$ cat src/sv/assert_macros.svh
// Assertion macros for the RTL, included by mt19937_bounded_random.sv.
// Define ASSERT_OFF to compile them out.
`ifndef ASSERT_MACROS_SVH
`define ASSERT_MACROS_SVH
`ifndef ASSERT_OFF
`define ASSERT_IMP(label, ante, cons) \
	label: assert property (@(posedge clk) disable iff (!arst_n) (ante) |-> (cons)) \
	else $error("assertion failed");
`define ASSERT_NXT(label, ante, cons) \
	label: assert property (@(posedge clk) disable iff (!arst_n) (ante) |=> (cons)) \
	else $error("assertion failed");
`else
`define ASSERT_IMP(label, ante, cons)
`define ASSERT_NXT(label, ante, cons)
`endif
`endif

$ cat src/sv/mtbr_pkg.sv
// Package for the MT19937 bounded random block: constants, types, tempering.
// No dependencies.
`timescale 1ns / 1ps
package mtbr_pkg;
	localparam int STATE_WORDS = 624;
	localparam int TWIST_OFFSET = 397;
	localparam int IDX_W = 10;
	localparam logic [31:0] TWIST_MATRIX = 32'h9908b0df;
	localparam logic [31:0] INIT_MULT = 32'd1812433253;
	localparam logic [31:0] DEFAULT_SEED = 32'd5489;
	localparam logic [31:0] TEMPER_B = 32'h9d2c5680;
	localparam logic [31:0] TEMPER_C = 32'hefc60000;
	localparam logic [31:0] KEEP_SEED = 32'hffffffff;
	localparam logic [IDX_W-1:0] LAST_IDX = IDX_W'(STATE_WORDS - 1);
	localparam logic [IDX_W-1:0] FULL_IDX = IDX_W'(STATE_WORDS);
	localparam logic [IDX_W-1:0] UNSEEDED = IDX_W'(STATE_WORDS + 1);
	localparam logic [IDX_W-1:0] FAR_WRAP = IDX_W'(STATE_WORDS - TWIST_OFFSET);
	localparam logic KIND_DRAW = 1'b0;
	localparam logic KIND_SEED = 1'b1;

	typedef enum logic [3:0] {
		ST_IDLE, ST_SEED_RD, ST_SEED_MUL, ST_SEED_WR,
		ST_TW_RD0, ST_TW_RD1, ST_TW_RD2, ST_TW_WR,
		ST_FETCH, ST_FETCH_W, ST_DIV, ST_OUT
	} state_t;

	typedef struct packed {
		logic start;
		logic busy;
	} div_ctl_t;

	function automatic logic [31:0] temper(input logic [31:0] x);
		logic [31:0] y;
		y = x ^ (x >> 11);
		y = y ^ ((y << 7) & TEMPER_B);
		y = y ^ ((y << 15) & TEMPER_C);
		y = y ^ (y >> 18);
		return y;
	endfunction
endpackage

$ cat src/sv/mtbr_div.sv
// Restoring radix-2 remainder unit, one quotient bit per cycle.
// Depends on mtbr_pkg.
`timescale 1ns / 1ps
module mtbr_div import mtbr_pkg::*; (
	input  logic        clk,
	input  logic        arst_n,
	input  logic        start,
	input  logic [31:0] dividend,
	input  logic [31:0] divisor,
	output div_ctl_t    ctl,
	output logic [31:0] remainder
);
	logic [31:0] num_q, den_q, rem_q;
	logic [5:0]  cnt_q;
	logic        busy_q;
	logic [32:0] trial;
	logic [32:0] shifted;

	assign shifted = {rem_q, num_q[31]};
	assign trial = shifted - {1'b0, den_q};

	always_ff @(posedge clk or negedge arst_n) begin
		if (!arst_n) begin
			busy_q <= 1'b0;
			cnt_q <= '0;
		end else if (start) begin
			busy_q <= 1'b1;
			cnt_q <= 6'd32;
		end else if (busy_q) begin
			cnt_q <= cnt_q - 6'd1;
			if (cnt_q == 6'd1) busy_q <= 1'b0;
		end
	end

	always_ff @(posedge clk) begin
		if (start) begin
			num_q <= dividend;
			den_q <= divisor;
			rem_q <= '0;
		end else if (busy_q) begin
			num_q <= {num_q[30:0], 1'b0};
			rem_q <= trial[32] ? shifted[31:0] : trial[31:0];
		end
	end

	assign ctl.start = start;
	assign ctl.busy = busy_q;
	assign remainder = rem_q;
endmodule

$ cat config.mk
export PLATFORM = sky130hd
export DESIGN_NAME = mtbr_div
export DESIGN_NICKNAME = d
export VERILOG_FILES = /design/src/sv/assert_macros.svh /design/src/sv/mtbr_pkg.sv /design/src/sv/mtbr_div.sv
export SDC_FILE = /design/constraint.sdc
export NUM_CORES = 1
export LEC_CHECK = 0
export BUFFER_PORTS_ARGS = -buffer_cell sky130_fd_sc_hd__buf_2
export CORE_MARGIN = 3
export CORE_UTILIZATION = 35
export CTS_BUF_LIST = sky130_fd_sc_hd__clkbuf_4 sky130_fd_sc_hd__clkbuf_8
export DETAILED_ROUTE_END_ITERATION = 6
export SLEW_MARGIN = 20
export SYNTH_ARGS = -nofsm -noshare
export SYNTH_HDL_FRONTEND = slang
export SYNTH_SLANG_ARGS = --single-unit
$ cat constraint.sdc
create_clock -name clk -period 3.1 [get_ports clk]
set_input_delay 0.62 -clock clk [delete_from_list [all_inputs] [get_ports clk]]
set_output_delay 0.62 -clock clk [all_outputs]
set_load 0.005 [all_outputs]
After elaboration in Yosys (flattened, before gate mapping)
Cells that the tools add are included.

storage, ports and cells
  register bits after elaboration = 103
  bits in latches = 0
  RAM bits = 0
  memory bits (read-only) = 0
  output and inout port bits = 34
  memories kept = 0

operators by class
  $add $sub $neg = 2
  multipliers = 0
  div/mod/pow operators = 0
  order comparisons = 0
  equal/unequal tests = 1
  shift-type cells = 0
  multiplexer cells = 8
  bitwise logic cells = 0
  reductions and logical operators = 1

operators by type and width
  cell                   count
  $mux W32               3
  $sub A33 B32 Y33       1
  $mux W6                2
  $eq A6 B1 Y1 const B   1
  $sub A6 B1 Y6 const B  1
  $mux W1                3
  $reduce_bool A2 Y1     1

Depth between registers and ports, before layout
  depth after elaboration = 4
  depth in mapped cells = 13

Worst setup path after synthesis
OpenSTA, ideal clock, no wires.

  path type = register to register
  start = register num_q[31]
  end = register rem_q[25], in the netlist remainder[25]
  library setup time = 88 ps
  data arrival time = 2565 ps
  required time = 3012 ps
  path slack = 447 ps
  cell stages (with the launch flop) = 13
  path buffers = 1
  path through = edfxtp_1 > inv_1 > ha_1 > fa_1 > nor2b_1 > o31ai_4 > a211oi_1 > o21a_1 > or4_4 > and2_4 > buf_6 > nand3b_1 > a311oi_2

on the way
  cells in the longest elaborated chain, start to end = 2

RTL lines
  what                    RTL line        source
  start, declared         mtbr_div.sv:13  logic [31:0] num_q, den_q, rem_q;
  start signal, assigned  mtbr_div.sv:37  num_q <= dividend;
  start signal, assigned  mtbr_div.sv:41  num_q <= {num_q[30:0], 1'b0};
  $sub A33 B32 Y33        mtbr_div.sv:20  assign trial = shifted - {1'b0, den_q};
  $mux W32                mtbr_div.sv:42  rem_q <= trial[32] ? shifted[31:0] : trial[31:0];
  end signal, assigned    mtbr_div.sv:42
  end, declared           mtbr_div.sv:13

Every way passes these cells.
A chain may end at the register's enable or synchronous reset.

Final worst setup path
  start = register den_q[27]
  end = register rem_q[8], in the netlist remainder[8]

on the way
  cells in the longest elaborated chain, start to end = 2

RTL lines
  what                    RTL line        source
  start, declared         mtbr_div.sv:13
  start signal, assigned  mtbr_div.sv:38  den_q <= divisor;
  $sub A33 B32 Y33        mtbr_div.sv:20
  $mux W32                mtbr_div.sv:42

Every way passes these cells.

==> results.md <==
- Core Rows: 47
- Largest net degree at the start of global routing: 66
- Max Slew Vio Count: 0
- Vias in the first global route: 5029
- CP Launch Type: register
- Count leader, synth: nand2_1
- Worst IR Drop VDD: 0.404 mV
- Pwr Density: 835 mW/mm^2
- NetSw: 0.00244 W
- Clock share of power: 14.9%
- Routed Wire Length: 14200 um
- Area leader, netlist: edfxtp_1
- Setup crit end kind: register
- R2r worst-path depth: 11
- RR Startpoint: den_q[27]
- Initial antenna violation count: 1
- Syn Nets: 719
- Synth top area cells: edfxtp_1, dfxtp_1, ha_1, mux2_2, nand2_1
- Hold-fix buffers at CTS: 0
- First-pass GRT wire length: 23900 um
- Core Area: 0.0169 mm^2
- Layout fillers: 1652
- Initial drt markers: 238
- CTS resizes: 0
- All-Layer GR Usage: 15.0%
- Power share of the combinational group: 50.7%
- Syn Area/Cell: 9.97 um^2
- EDFF count, synth: 64
- Worst-Skew Late Latency: 0.40 ns
- Hold_ws: 0.0343 ns
- Htree depth: 3
- CTS Sinks: 103
- DR pass1 iterations: 5
- Final worst-path cycle share: 94.6%
- Post-CTS Repair Setup Buffers: 0
- Internal power: 0.00352 W
- Max Cap Violations: 0
- Crit path largest cell delay: 0.58 ns
- Worst reg-to-reg setup slack: 0.17 ns
- Residual DRC count: 0
- Post-synth ARST share: 6.80%
- Ports: 101
- Initial Utilization: 36.5%
- Crit path max fanout: 11
- Clock Path Buffers: 2
- Layout Area Growth over Synthesis: 16.0%
- Yosys cell types: 65
- Seq/Total Area, Yosys: 44.5%
- Register bit total from synthesis: 103
- Max Clock Freq: 341 MHz
- Most common library cells after synthesis: nand2_1, edfxtp_1, nor2_1
- Worst Tran Pin Value: 0.766 ns
- Worst min path class: in2async
- WL/cell: 15.2 um
- Vias per Instance: 5.23
- DP HPWL: 10600 um
- Root buffer cell: clkbuf_8
- Width of the die: 139 um
- # setup viols final: 0
- Most used cell, CP: or4_4
- Sw frac: 40.9%
- CP Cell Sequence: inv_1, ha_2, nand4_1, or4_4, a211oi_2, o21a_2, or4_4, and2_4, buf_4, nand2_1, a311oi_1
- DIE AREA: 0.0192 mm^2
- Cell area after layout: 0.00714 mm^2
- Yosys warns: 0
- Final count of hold timing violations: 0
- Fin crit period: 2.93 ns
- Vias: 4906
- GRT overflow: 0
- Cells after synthesis: 617
- Num CTS Buffers: 9
- Sequential power share: 34.5%
- Arr. time, crit path: 3.24 ns
- Critical path type: reg2reg
- Cell Area, Placed: 0.00689 mm^2
- Die Y: 139 um
- Routed Antenna Nets: 0
- Family with the most delay on the worst path: simple AND/OR/NAND/NOR gates
- CP bufs+invs: 2
- Outcome: completed
- Share of cells above drive strength 1: 27.0%
- Final nets: 815
- Static leakage: 3.09 nW
- Reg clk slew, reported paths: 0.11 ns
- IO Port Bufs: 100
- Predominant post-synthesis flop cell: edfxtp_1
- CP max stage cell: or4_4
- Gpl congestion: 0.880
- R2R Path End: remainder[8]
- Top-area cell type share of the netlist area: 31.2%
- Clock skew: 0.0182 ns
- Critical Path RT: 3.41 ns
- # diodes: 0
- Mapped Area: 0.00615 mm^2
- CTS tree: yes
- Rel. slew slack: 48.9%
## cells by family (layout without fill, tap and decap cells)
family | count (synthesis) | in the layout | share of synthesized area (%)
adders and majority gates | 35 | 35 | 7.24
DFF | 103 | 103 | 44.5
AOI/OAI and AO/OA | 151 | 151 | 18.6
buffers and inverters | 73 | 174 | 5.35
xor gates and xnor gates | 25 | 25 | 3.56
and+or+nand+nor | 199 | 199 | 15.1
muxes | 31 | 31 | 5.67
## layer usage
layer,vias up,routed length (um),global-route usage [%]
met4,2,290,5.36
met5,-,7,0
met2,135,6490,23.8
met3,25,1060,5.55
li1,2433,-,-
met1,2311,6360,18.8
## sequential cells by signal (all words and copies together) (netlist names)
signal	flops
busy_q	1
cnt_q	6
den_q	32
num_q	32
remainder	32
## cell usage in the layout, fill, tap and decap left out, types with 3 or more instances in the layout
| cell | instances |
|---|---|
| o211ai_1 | 4 |
| a21oi_1 | 33 |
| a311oi_2 | 11 |
| a31oi_1 | 4 |
| nand3_1 | 7 |
| nand2_1 | 77 |
| nand2b_1 | 9 |
| a21o_1 | 17 |
| xnor2_1 | 16 |
| ha_1 | 33 |
| xor2_1 | 9 |
| nand4_1 | 7 |
| edfxtp_1 | 64 |
| a211oi_1 | 3 |
| a211oi_2 | 3 |
| buf_4 | 16 |
| clkbuf_8 | 9 |
| inv_1 | 42 |
| mux2_2 | 31 |
| o21ai_0 | 20 |
| dfrtp_1 | 6 |
| nor2_1 | 52 |
| a311oi_1 | 19 |
| o21a_1 | 4 |
| buf_2 | 99 |
| nand3b_1 | 5 |
| o31ai_1 | 3 |
| and3_1 | 9 |
| and2_1 | 4 |
| nor3_1 | 11 |
| dfxtp_1 | 32 |
| a21boi_0 | 4 |
## area by class of cell
cell class,instances,area (um^2),area share (%)
clock inverter,7,78.8,1.10
tap,220,275,3.86
timing repair buffer,116,636,8.91
sequential,103,2740,38.4
clock buffer,9,124,1.74
multi-input combinational,441,3130,43.8
inverter,42,158,2.21
## power groups by stage
stage | Sequential [W] | Clock, W | Combinational [W]
floorplan | 0.00204 | 0 | 0.00222
global placement | 0.00207 | 0 | 0.00295
detailed placement | 0.00208 | 0 | 0.00300
CTS | 0.00205 | 0.000931 | 0.00302
global route | 0.00211 | 0.000975 | 0.00340
finish | 0.00205 | 0.000885 | 0.00302
## worst reg2reg max path: stages (launching register included)
cell,delay [ns]
edfxtp_1,0.35
inv_1,0.05
ha_2,0.39
nand4_1,0.18
or4_4,0.58
a211oi_2,0.16
o21a_2,0.21
or4_4,0.15
and2_4,0.21
buf_4,0.21
nand2_1,0.08
a311oi_1,0.29
## worst max path at each step
stage          startpoint       endpoint  slack, ns  cells after the start
2_1_floorplan   num_q[31]  remainder[25]       0.45                     12
6_report        den_q[27]   remainder[8]       0.17                     11
5_1_grt         den_q[26]   remainder[7]     -0.003                     11
3_5_place_dp    num_q[31]   remainder[7]       0.14                     12
4_1_cts         num_q[31]   remainder[7]        0.1                     12
3_3_place_gp    den_q[12]  remainder[31]       0.26                     10
## metrics by stage
step	cells	setup WS (ns)	util, %	power, W	setup TNS (ns)
2_1_floorplan	617	0.447	-	0.00426	0
3_3_place_gp	922	0.258	40.8	0.00502	0
4_1_cts	938	0.0975	42.0	0.00600	0
3_5_place_dp	922	0.144	40.8	0.00508	0
6_report	938	0.166	42.3	0.00596	0
5_1_grt	938	-0.00280	42.3	0.00648	-0.00280
No activity file was read; power rests on OpenSTA's default activity.
